**src/rtl/core/tcpc_pkg.sv**
```systemverilog
// shared types, register codes and symbol codes for the pulse classifier
`timescale 1ns / 1ps

package tcpc_pkg;

  // defaults for the top level parameters
  localparam int LockoutMsDefault     = 800;
  localparam int StuckMarginMsDefault = 200;
  localparam int QueueDepthDefault    = 4;

  // configuration port geometry
  localparam int CFG_INDEX_W = 3;
  localparam int CFG_DATA_W  = 16;

  // register indexes
  localparam logic [CFG_INDEX_W-1:0] REG_SNR_ON         = 3'd0;
  localparam logic [CFG_INDEX_W-1:0] REG_SNR_OFF        = 3'd1;
  localparam logic [CFG_INDEX_W-1:0] REG_STATUS_PRESENT = 3'd2;
  localparam logic [CFG_INDEX_W-1:0] REG_STATUS_WEAK    = 3'd3;
  localparam logic [CFG_INDEX_W-1:0] REG_WIDTH_MIN      = 3'd4;
  localparam logic [CFG_INDEX_W-1:0] REG_ZERO_MAX       = 3'd5;
  localparam logic [CFG_INDEX_W-1:0] REG_ONE_MAX        = 3'd6;
  localparam logic [CFG_INDEX_W-1:0] REG_WIDTH_MAX      = 3'd7;

  // symbol codes
  localparam logic [1:0] KIND_ZERO   = 2'd0;
  localparam logic [1:0] KIND_ONE    = 2'd1;
  localparam logic [1:0] KIND_MARKER = 2'd2;
  localparam logic [1:0] KIND_NONE   = 2'd3;

  // input beat
  typedef struct packed {
    logic [31:0]        sample_time;
    logic signed [15:0] snr_level;
    logic [2:0]         signal_status;
  } in_item_t;

  // output beat
  typedef struct packed {
    logic        symbol_valid;
    logic [1:0]  symbol_kind;
    logic [31:0] event_time;
    logic [15:0] width_measured;
    logic        pulse_active;
    logic [31:0] symbols_total;
    logic [31:0] lockout_rejects;
  } out_item_t;

  // configuration register set
  typedef struct packed {
    logic signed [15:0] snr_on_level;
    logic signed [15:0] snr_off_level;
    logic [2:0]         status_present_level;
    logic [2:0]         status_weak_level;
    logic [15:0]        width_min;
    logic [15:0]        zero_width_max;
    logic [15:0]        one_width_max;
    logic [15:0]        width_max;
  } cfg_t;

  // queue entry: timestamp plus the two hysteresis decisions
  typedef struct packed {
    logic [31:0] sample_time;
    logic        present;
    logic        gone;
  } sample_flags_t;

endpackage

```
**src/rtl/core/tcpc_front.sv**
```systemverilog
// front stage: registers each input beat with its present and gone decisions
`timescale 1ns / 1ps

module tcpc_front (
  input  logic                   clk,
  input  logic                   rst,
  input  tcpc_pkg::cfg_t         cfg,
  input  logic                   in_valid,
  output logic                   in_ready,
  input  tcpc_pkg::in_item_t     in_data,
  output logic                   flags_valid,
  input  logic                   flags_ready,
  output tcpc_pkg::sample_flags_t flags_data
);
  import tcpc_pkg::*;

  logic          stage_valid;
  sample_flags_t stage_data;
  sample_flags_t stage_next;

  // hysteresis decisions on status and snr
  always_comb begin
    stage_next.sample_time = in_data.sample_time;
    stage_next.present = (in_data.signal_status >= cfg.status_present_level) ||
                         (in_data.snr_level >= cfg.snr_on_level);
    stage_next.gone    = (in_data.signal_status <= cfg.status_weak_level) &&
                         (in_data.snr_level < cfg.snr_off_level);
  end

  assign in_ready = !stage_valid || flags_ready;

  // stage register
  always_ff @(posedge clk) begin
    if (rst) begin
      stage_valid <= 1'b0;
    end else if (in_ready) begin
      stage_valid <= in_valid;
    end
    if (in_valid && in_ready) begin
      stage_data <= stage_next;
    end
  end

  assign flags_valid = stage_valid;
  assign flags_data  = stage_data;

endmodule

```
**src/rtl/core/tcpc_queue.sv**
```systemverilog
// short queue between the front stage and the state update stage
`timescale 1ns / 1ps

module tcpc_queue #(
  parameter int DEPTH = tcpc_pkg::QueueDepthDefault
) (
  input  logic                    clk,
  input  logic                    rst,
  input  logic                    push_valid,
  output logic                    push_ready,
  input  tcpc_pkg::sample_flags_t push_data,
  output logic                    pop_valid,
  input  logic                    pop_ready,
  output tcpc_pkg::sample_flags_t pop_data
);
  import tcpc_pkg::*;

  localparam int PTR_W = (DEPTH > 1) ? $clog2(DEPTH) : 1;
  localparam int CNT_W = $clog2(DEPTH + 1);
  localparam logic [PTR_W-1:0] LAST_PTR = PTR_W'(DEPTH - 1);
  localparam logic [CNT_W-1:0] FULL_CNT = CNT_W'(DEPTH);

  sample_flags_t    entries [DEPTH];
  logic [PTR_W-1:0] wr_ptr;
  logic [PTR_W-1:0] rd_ptr;
  logic [CNT_W-1:0] count;
  logic             do_push;
  logic             do_pop;

  assign push_ready = (count != FULL_CNT);
  assign pop_valid  = (count != '0);
  assign do_push    = push_valid && push_ready;
  assign do_pop     = pop_valid && pop_ready;
  assign pop_data   = entries[rd_ptr];

  // storage
  always_ff @(posedge clk) begin
    if (do_push) begin
      entries[wr_ptr] <= push_data;
    end
  end

  // pointers and fill count
  always_ff @(posedge clk) begin
    if (rst) begin
      wr_ptr <= '0;
      rd_ptr <= '0;
      count  <= '0;
    end else begin
      if (do_push) begin
        wr_ptr <= (wr_ptr == LAST_PTR) ? '0 : wr_ptr + 1'b1;
      end
      if (do_pop) begin
        rd_ptr <= (rd_ptr == LAST_PTR) ? '0 : rd_ptr + 1'b1;
      end
      if (do_push && !do_pop) begin
        count <= count + 1'b1;
      end else if (do_pop && !do_push) begin
        count <= count - 1'b1;
      end
    end
  end

endmodule

```
**src/rtl/core/tcpc_back.sv**
```systemverilog
// back stage: pulse and lockout state, width classification, counters, output register
`timescale 1ns / 1ps

module tcpc_back #(
  parameter int LOCKOUT_MS      = tcpc_pkg::LockoutMsDefault,
  parameter int STUCK_MARGIN_MS = tcpc_pkg::StuckMarginMsDefault
) (
  input  logic                    clk,
  input  logic                    rst,
  input  tcpc_pkg::cfg_t          cfg,
  input  logic                    flags_valid,
  output logic                    flags_ready,
  input  tcpc_pkg::sample_flags_t flags_data,
  output logic                    out_valid,
  input  logic                    out_ready,
  output tcpc_pkg::out_item_t     out_data
);
  import tcpc_pkg::*;

  localparam logic [31:0] LockoutLen = 32'(LOCKOUT_MS);
  localparam logic [31:0] StuckLen   = 32'(STUCK_MARGIN_MS);

  logic        pulse_on;
  logic [31:0] pulse_begin;
  logic        lockout_on;
  logic [31:0] last_symbol_at;
  logic [31:0] symbol_counter;
  logic [31:0] reject_counter;
  logic        result_valid;
  out_item_t   result;

  logic        pulse_on_next;
  logic [31:0] pulse_begin_next;
  logic        lockout_on_next;
  logic [31:0] last_symbol_at_next;
  logic [31:0] symbol_counter_next;
  logic [31:0] reject_counter_next;
  out_item_t   result_next;

  logic        take;
  logic [31:0] since_symbol;
  logic        lock_now;
  logic [31:0] width;
  logic [1:0]  kind;
  logic [31:0] stuck_limit;

  assign take        = flags_valid && (!result_valid || out_ready);
  assign flags_ready = !result_valid || out_ready;

  // elapsed times, modulo 2^32
  assign since_symbol = flags_data.sample_time - last_symbol_at;
  assign width        = flags_data.sample_time - pulse_begin;
  assign lock_now     = lockout_on && (since_symbol < LockoutLen);
  assign stuck_limit  = {16'b0, cfg.width_max} + StuckLen;

  // width classification, range first
  always_comb begin
    if ((width < {16'b0, cfg.width_min}) || (width > {16'b0, cfg.width_max})) begin
      kind = KIND_NONE;
    end else if (width < {16'b0, cfg.zero_width_max}) begin
      kind = KIND_ZERO;
    end else if (width < {16'b0, cfg.one_width_max}) begin
      kind = KIND_ONE;
    end else begin
      kind = KIND_MARKER;
    end
  end

  // state update for one sample
  always_comb begin
    pulse_on_next       = pulse_on;
    pulse_begin_next    = pulse_begin;
    lockout_on_next     = lock_now;
    last_symbol_at_next = last_symbol_at;
    symbol_counter_next = symbol_counter;
    reject_counter_next = reject_counter;
    result_next         = '0;

    if (!pulse_on && flags_data.present && !lock_now) begin
      // rising edge
      pulse_on_next    = 1'b1;
      pulse_begin_next = flags_data.sample_time;
    end else if (pulse_on && flags_data.gone) begin
      // falling edge
      pulse_on_next = 1'b0;
      if (kind != KIND_NONE) begin
        symbol_counter_next        = symbol_counter + 1'b1;
        last_symbol_at_next        = flags_data.sample_time;
        lockout_on_next            = 1'b1;
        result_next.symbol_valid   = 1'b1;
        result_next.symbol_kind    = kind;
        result_next.event_time     = flags_data.sample_time;
        result_next.width_measured = (width[31:16] != '0) ? 16'hFFFF : width[15:0];
      end
    end else if (pulse_on) begin
      // drop a pulse that never ends
      if (width > stuck_limit) begin
        pulse_on_next = 1'b0;
      end
    end else if (flags_data.present && lock_now) begin
      // start blocked by lockout
      reject_counter_next = reject_counter + 1'b1;
    end

    result_next.pulse_active    = pulse_on_next;
    result_next.symbols_total   = symbol_counter_next;
    result_next.lockout_rejects = reject_counter_next;
  end

  // state registers
  always_ff @(posedge clk) begin
    if (rst) begin
      pulse_on       <= 1'b0;
      pulse_begin    <= '0;
      lockout_on     <= 1'b0;
      last_symbol_at <= '0;
      symbol_counter <= '0;
      reject_counter <= '0;
    end else if (take) begin
      pulse_on       <= pulse_on_next;
      pulse_begin    <= pulse_begin_next;
      lockout_on     <= lockout_on_next;
      last_symbol_at <= last_symbol_at_next;
      symbol_counter <= symbol_counter_next;
      reject_counter <= reject_counter_next;
    end
  end

  // output register
  always_ff @(posedge clk) begin
    if (rst) begin
      result_valid <= 1'b0;
    end else if (take) begin
      result_valid <= 1'b1;
    end else if (out_ready) begin
      result_valid <= 1'b0;
    end
    if (take) begin
      result <= result_next;
    end
  end

  assign out_valid = result_valid;
  assign out_data  = result;

endmodule

```
**src/rtl/core/time_code_pulse_classifier.sv**
```systemverilog
// top level of the time code pulse width classifier
//
//   channel  direction  handshake                 beat
//   in       input      in_valid / in_ready       tcpc_pkg::in_item_t
//   out      output     out_valid / out_ready     tcpc_pkg::out_item_t
//   cfg      input      cfg_we (no wait)          cfg_index, cfg_data
//
// one beat per cycle sustained in both directions while out_ready is high;
// with an empty queue a beat passes the front register, then a queue
// slot, then the output register before it shows on out_valid. the state
// update in the back stage sets the rate.
// reset is synchronous: it clears pulse and lockout state, counters and
// the queue, and restores the register defaults.
// a stalled output fills the queue, then the front register, before
// in_ready drops.
`timescale 1ns / 1ps

module time_code_pulse_classifier #(
  parameter int LOCKOUT_MS      = tcpc_pkg::LockoutMsDefault,
  parameter int STUCK_MARGIN_MS = tcpc_pkg::StuckMarginMsDefault,
  parameter int QUEUE_DEPTH     = tcpc_pkg::QueueDepthDefault
) (
  input  logic                                clk,
  input  logic                                rst,
  input  logic                                in_valid,
  output logic                                in_ready,
  input  tcpc_pkg::in_item_t                  in_data,
  output logic                                out_valid,
  input  logic                                out_ready,
  output tcpc_pkg::out_item_t                 out_data,
  input  logic                                cfg_we,
  input  logic [tcpc_pkg::CFG_INDEX_W-1:0]    cfg_index,
  input  logic [tcpc_pkg::CFG_DATA_W-1:0]     cfg_data
);
  import tcpc_pkg::*;

  cfg_t          cfg;
  logic          front_valid;
  logic          front_ready;
  sample_flags_t front_data;
  logic          queue_valid;
  logic          queue_ready;
  sample_flags_t queue_data;

  // configuration registers
  always_ff @(posedge clk) begin
    if (rst) begin
      cfg.snr_on_level         <= 16'sd2560;
      cfg.snr_off_level        <= 16'sd1536;
      cfg.status_present_level <= 3'd2;
      cfg.status_weak_level    <= 3'd1;
      cfg.width_min            <= 16'd100;
      cfg.zero_width_max       <= 16'd350;
      cfg.one_width_max        <= 16'd650;
      cfg.width_max            <= 16'd950;
    end else if (cfg_we) begin
      unique case (cfg_index)
        REG_SNR_ON:         cfg.snr_on_level         <= cfg_data;
        REG_SNR_OFF:        cfg.snr_off_level        <= cfg_data;
        REG_STATUS_PRESENT: cfg.status_present_level <= cfg_data[2:0];
        REG_STATUS_WEAK:    cfg.status_weak_level    <= cfg_data[2:0];
        REG_WIDTH_MIN:      cfg.width_min            <= cfg_data;
        REG_ZERO_MAX:       cfg.zero_width_max       <= cfg_data;
        REG_ONE_MAX:        cfg.one_width_max        <= cfg_data;
        REG_WIDTH_MAX:      cfg.width_max            <= cfg_data;
        default: ;
      endcase
    end
  end

  // front: decisions per sample
  tcpc_front u_front (
    .clk         (clk),
    .rst         (rst),
    .cfg         (cfg),
    .in_valid    (in_valid),
    .in_ready    (in_ready),
    .in_data     (in_data),
    .flags_valid (front_valid),
    .flags_ready (front_ready),
    .flags_data  (front_data)
  );

  // queue between the two halves
  tcpc_queue #(
    .DEPTH (QUEUE_DEPTH)
  ) u_queue (
    .clk        (clk),
    .rst        (rst),
    .push_valid (front_valid),
    .push_ready (front_ready),
    .push_data  (front_data),
    .pop_valid  (queue_valid),
    .pop_ready  (queue_ready),
    .pop_data   (queue_data)
  );

  // back: state update and result
  tcpc_back #(
    .LOCKOUT_MS      (LOCKOUT_MS),
    .STUCK_MARGIN_MS (STUCK_MARGIN_MS)
  ) u_back (
    .clk         (clk),
    .rst         (rst),
    .cfg         (cfg),
    .flags_valid (queue_valid),
    .flags_ready (queue_ready),
    .flags_data  (queue_data),
    .out_valid   (out_valid),
    .out_ready   (out_ready),
    .out_data    (out_data)
  );

endmodule

```
**config.mk**
```make
export PLATFORM = sky130hd
export DESIGN_NAME = time_code_pulse_classifier
export DESIGN_NICKNAME = d
export VERILOG_FILES = /design/src/rtl/core/tcpc_pkg.sv /design/src/rtl/core/tcpc_front.sv /design/src/rtl/core/tcpc_queue.sv /design/src/rtl/core/tcpc_back.sv /design/src/rtl/core/time_code_pulse_classifier.sv
export SDC_FILE = /design/constraint.sdc
export NUM_CORES = 1
export LEC_CHECK = 0
export ABC_CLOCK_PERIOD_IN_PS = 9400
export BUFFER_PORTS_ARGS = -buffer_cell sky130_fd_sc_hd__buf_2
export CAP_MARGIN = 10
export CORE_ASPECT_RATIO = 1.4
export CORE_MARGIN = 8
export CORE_UTILIZATION = 52
export DETAILED_ROUTE_END_ITERATION = 12
export GPL_TIMING_DRIVEN = 0
export PLACE_DENSITY = 0.7
export SYNTH_ARGS = -nofsm -noshare
export SYNTH_HDL_FRONTEND = slang
export SYNTH_SLANG_ARGS = --single-unit
```
**constraint.sdc**
```tcl
create_clock -name clk -period 9.4 [get_ports clk]
set_input_delay 1.41 -clock clk [delete_from_list [all_inputs] [get_ports clk]]
set_output_delay 1.41 -clock clk [all_outputs]
set_load 0.01 [all_outputs]
```
# Yosys cells after proc, flatten, opt, wreduce, memory -nomap -nowiden
# Memories as Yosys holds them, arrays and structs flattened. A register that Yosys moved wholly into a read port is not among the register bits.
# Index checks and enable logic that the tools add are counted.
# Widths: inputs -> output; s select.
[totals]
reg_bits = 391
word_cells = 130
out_inout_bits = 118
memories = 1
input_bits = 75
ram_bits = 136
[memory_table]
columns = ["name", "words", "word_bits", "read_ports", "rd_clocked_by_memory_dff", "write_ports", "line", "rtl"]
rows = [
  ["u_queue.entries", 4, 34, 1, 1, 1, "tcpc_queue.sv:23", "sample_flags_t entries [DEPTH];"],
]
[classes]
addsub = 9
n_mux = 29
n_reduce_logical = 38
magnitude_cmp = 10
bitwise = 3
eq_ne = 11
[op_table]
columns = ["operator", "n"]
rows = [
  ["$mux 32", 7],
  ["$lt 32x16->1", 3],
  ["$add 32x1->32 const B", 2],
  ["$sub 32x32->32", 2],
  ["$mux 51", 1],
  ["$gt 32x16->1", 1],
  ["$gt 32x32->1", 1],
  ["$lt 32x10->1 const B", 1],
  ["$reduce_and 2->1", 9],
  ["$add 16x8->17 const B", 1],
  ["$ge 16x16->1", 1],
  ["$lt 16x16->1", 1],
  ["$mux 16", 1],
  ["$reduce_bool 16->1", 1],
  ["$mux 2", 7],
  ["$eq 3x3->1 const B", 4],
  ["$logic_and 1x1->1", 11],
  ["$mux 1", 11],
  ["$eq 3x2->1 const B", 2],
  ["$logic_not 1->1", 6],
  ["$mux 3", 2],
  ["$add 2x1->2 const B", 2],
  ["$eq 2x2->1 const B", 2],
  ["$logic_or 1x1->1", 4],
  ["14 further kinds", 17],
]

# Logic depth before layout (Yosys ltp)
[depth]
ltp_word = 9
mapped_depth = 31
depth_no_buf = 27

# Modules after synthesis
# A second synthesis with hierarchy kept.
[hier_totals]
cells_unflattened = 2777
hier_area_um2 = 28557.4
[by_module_without_submodules]
columns = ["module", "cells_each", "area_each_um2", "seq_area_each_um2", "n_inst"]
rows = [
  ["tcpc_back", 2008, 17112.7, 6105.9, 1],
  ["tcpc_queue", 226, 5380.2, 4264.1, 1],
  ["time_code_pulse_classifier", 373, 4035.1, 2042.0, 1],
  ["tcpc_front", 170, 2029.4, 1041.0, 1],
]

# Worst setup path after synthesis
# No wires, ideal clock.
[synth_timing]
kind = "register to register"
from = "register with a tool-made name"
to = "register u_back.symbol_counter[31]"
t_required_ns = 9.279
arrival_time_ns = 6.725
period_less_slack_ns = 6.845
setup_slack_ns = 2.555
setup_ns = 0.121
path_buffers = 5
path_stages_with_launch = 29
path_cell_list = "dfxtp_1 > buf_1 > buf_1 > mux4_2 > fa_1 > a211oi_2 > o21bai_1 > a21oi_1 > o21bai_1 > a21oi_1 > nor2b_1 > o21a_1 > o41ai_1 > xnor2_1 > ha_1 > a21o_1 > a21o_1 > a21oi_1 > o21ai_0 > a21oi_1 > o21ai_0 > a211o_1 > or3_1 > clkbuf_1 > or3_1 > clkbuf_1 > clkbuf_1 > nor2_1 > mux2_2"
[synth_rtl]
columns = ["item", "line", "rtl"]
rows = [
  ["end signal, assigned", "tcpc_back.sv:124", "symbol_counter <= symbol_counter_next;"],
  ["end, declared", "tcpc_back.sv:27", "logic [31:0] symbol_counter;"],
]

==> impl_metrics.json <==
{
  "n_antenna_cell": 0,
  "synth_edf_count": 286,
  "ys_types": 80,
  "slowest_stage": "buf_1",
  "avgSynthCellArea_um2": 9.85,
  "critPathArrivalTime_ns": 9.28,
  "powerDensity_nw_per_um2": 329,
  "tns_ns": 0,
  "wl_per_cell_um": 20.5,
  "crit_top_cell": "a21oi_1",
  "final_common_cell": "nand2_1",
  "worstSetupPathType": "reg2reg",
  "start_kind": "flip-flop",
  "cts_buffers": 51,
  "required_ns": 9.85,
  "status": "complete, no violations",
  "final_cell_mix": "nand2_1, edfxtp_1, dfxtp_1, a21oi_1, inv_1",
  "synth_area_um2": 28100,
  "slowest_delay_ns": 0.70,
  "vias": 22426,
  "core.rowCount": 101,
  "clock_sinks": 529,
  "insertion_delay_ns": 0.59,
  "final_cell_area_um2": 31800,
  "dp_hpwl_mm": 60.7,
  "finalNonFillerCells": 3857,
  "peakVddDrop_mv": 0.196,
  "skew_ns": 0.0141,
  "ctsHtreeMaxLevel": 2,
  "grt_pass1_wl_mm": 121,
  "worstMarginPinSlew_ns": 1.21,
  "die_h_um": 291,
  "cts-root-buf": "clkbuf_16",
  "finalCriticalPeriod_ns": 8.82,
  "antenna_left": 0,
  "vias_per_cell": 5.81,
  "nets": 3356,
  "timing.final.crit_share": 0.939,
  "clkTransAtPathRegs_ns": 0.06,
  "ys.flop_type": "edfxtp_1",
  "synthCells": 2849,
  "yosysWarnings": 0,
  "async_flop_share": 0,
  "first_iter_violations": 1555,
  "seq_area_frac_synth": 0.479,
  "grt_antenna_before_repair": 2,
  "postCtsSetupRepairBufs": 0,
  "crit_path_max_fanout": 10,
  "num_io_pins": 193,
  "grt_max_degree": 64,
  "core_um2": 53800,
  "syn_nets": 3108,
  "grtUsageTotal": 0.249,
  "dpl_cell_area_um2": 30100,
  "rsz0062_at_grt": "false",
  "final_layout_size_suffix_gt1_frac": 0.117,
  "overflow": 0,
  "crit_family": "compound AO/OA/AOI/OAI gates",
  "io_buffer_count": 186,
  "start_util": 0.521,
  "die_area_um2": 61800,
  "hp-class": "reg2reg",
  "dp.cells": 3764,
  "cts_tree": "built",
  "slew_headroom": 0.183,
  "wl_mm": 79.2,
  "slew_viol_final": 0,
  "cp-end-kind": "flip-flop",
  "finalHoldViolations": 0,
  "p_leak_nw": 11.9,
  "path_buf_inv": 7,
  "cts_buffer_depth": 3,
  "setup-violations-final": 0,
  "drc": 0,
  "hold_start": "cfg[41]$_SDFFE_PP0P_",
  "grt_pass1_vias": 22143,
  "maxCapViolCount": 0,
  "die_width_um": 212,
  "dr.pass1.iters": 5,
  "total_power_mw": 10.5,
  "place.gp.congestion": 0.932,
  "synth-seq-cells": 529,
  "syn_to_final_growth_pct": 13.4,
  "fmax_mhz": 113
}
## through the flow
step | hold WS [ns] | setup WS, ns | util
6_report | 0.457 | 0.577 | 0.591
5_1_grt | 0.464 | 0.00307 | 0.591
4_1_cts | 0.457 | 0.371 | 0.591
3_5_place_dp | 0.449 | 0.384 | 0.559
3_3_place_gp | 0.442 | 0.268 | 0.555
2_1_floorplan | 0.434 | 2.55 | -
## synth_stat cells, drive strengths merged (9+ instances only)
master,count,area [um2]
o21a,19,143
nor3,59,295
nand3,54,270
o211ai,36,270
a2bb2oi,34,298
or4,13,97.6
nand2,372,1400
a31oi,15,93.8
nor3b,9,67.6
or2,15,93.8
nor2,182,683
a21boi,12,90.1
and3,51,319
ha,182,2280
buf,21,100
a21oi,201,1010
clkbuf,125,469
o21ai,101,505
nor4,49,319
nor2b,47,294
nand4,40,250
edfxtp,286,8590
and4,11,98.8
dfxtp,243,4860
or3,31,199
and2,27,169
o311ai,34,298
xnor2,60,526
nand2b,20,125
a211oi,18,145
a21o,45,338
mux2,9,101
o31ai,10,75.1
mux4,32,721
inv,200,751
mux2i,43,430
xor2,63,552
## kinds of logic (layout without fill, tap and decap cells)
group | after synthesis | in the layout | synth area share
adders and majority gates | 184 | 184 | 0.0826
AOI/OAI and AO/OA | 592 | 592 | 0.138
muxes | 84 | 84 | 0.0446
xor gates and xnor gates | 123 | 123 | 0.0384
and+or+nand+nor | 991 | 991 | 0.170
buffers and inverters | 346 | 633 | 0.0470
DFF | 529 | 529 | 0.479
## tightest hold or removal path, cell delays in order (launching register included)
cell	delay [ns]
dfxtp_1	0.31
nand2_1	0.05
a21oi_1	0.05
## per-layer routing
layer	track usage	vias to the layer above	wire length, um
met2	0.447	684	39700
li1	-	10753	-
met5	0	-	13
met4	0.124	2	4020
met1	0.291	10784	31500
met3	0.0272	203	3920
## cell type report
cell class	count	area, um2
plain buffers	146	573
clock buffers	71	1450
clock inverters	21	274
fillers	4656	22000
inverters	200	751
multi-input cells	1974	13300
flip-flops and latches	529	13500
well taps	721	902
repair buffers	195	1080
## final timing paths
path | to | slack, ns | depth (start not counted)
worst max-delay path | u_back.symbol_counter[1]$_SDFFE_PP0P_ | 0.58 | 32
worst min-delay path | cfg[41]$_SDFFE_PP0P_ | 0.46 | 2
worst max register to register | u_back.symbol_counter[1]$_SDFFE_PP0P_ | 0.58 | 32
worst min register to register | cfg[41]$_SDFFE_PP0P_ | 0.46 | 2
## sequential cells by signal, summed over array words and instances (netlist names), named ones only
| signal | count |
|---|---|
| cfg | 102 |
| u_back.last_symbol_at | 32 |
| u_back.lockout_on | 1 |
| u_back.out_data | 116 |
| u_back.out_valid | 1 |
| u_back.pulse_begin | 32 |
| u_back.pulse_on | 1 |
| u_back.reject_counter | 32 |
| u_back.symbol_counter | 32 |
| u_front.flags_data | 34 |
| u_front.flags_valid | 1 |
| u_queue.count | 3 |
| u_queue.entries | 136 |
| u_queue.rd_ptr | 2 |
| u_queue.wr_ptr | 2 |
## report_power, final
| group | internal [mW] | switching [mW] | leakage, nW |
|---|---|---|---|
| registers | 2.88 | 0.136 | 4.71 |
| clock network | 1.24 | 0.873 | 0.842 |
| logic | 1.93 | 3.40 | 6.37 |
## repair_timing
action / 4_1_cts / 5_1_grt
hold buffers: 0 / 0
setup endpoints to repair: 0 / 28
resized for setup: 0 / 2
(Power assumes the default switching activity.)
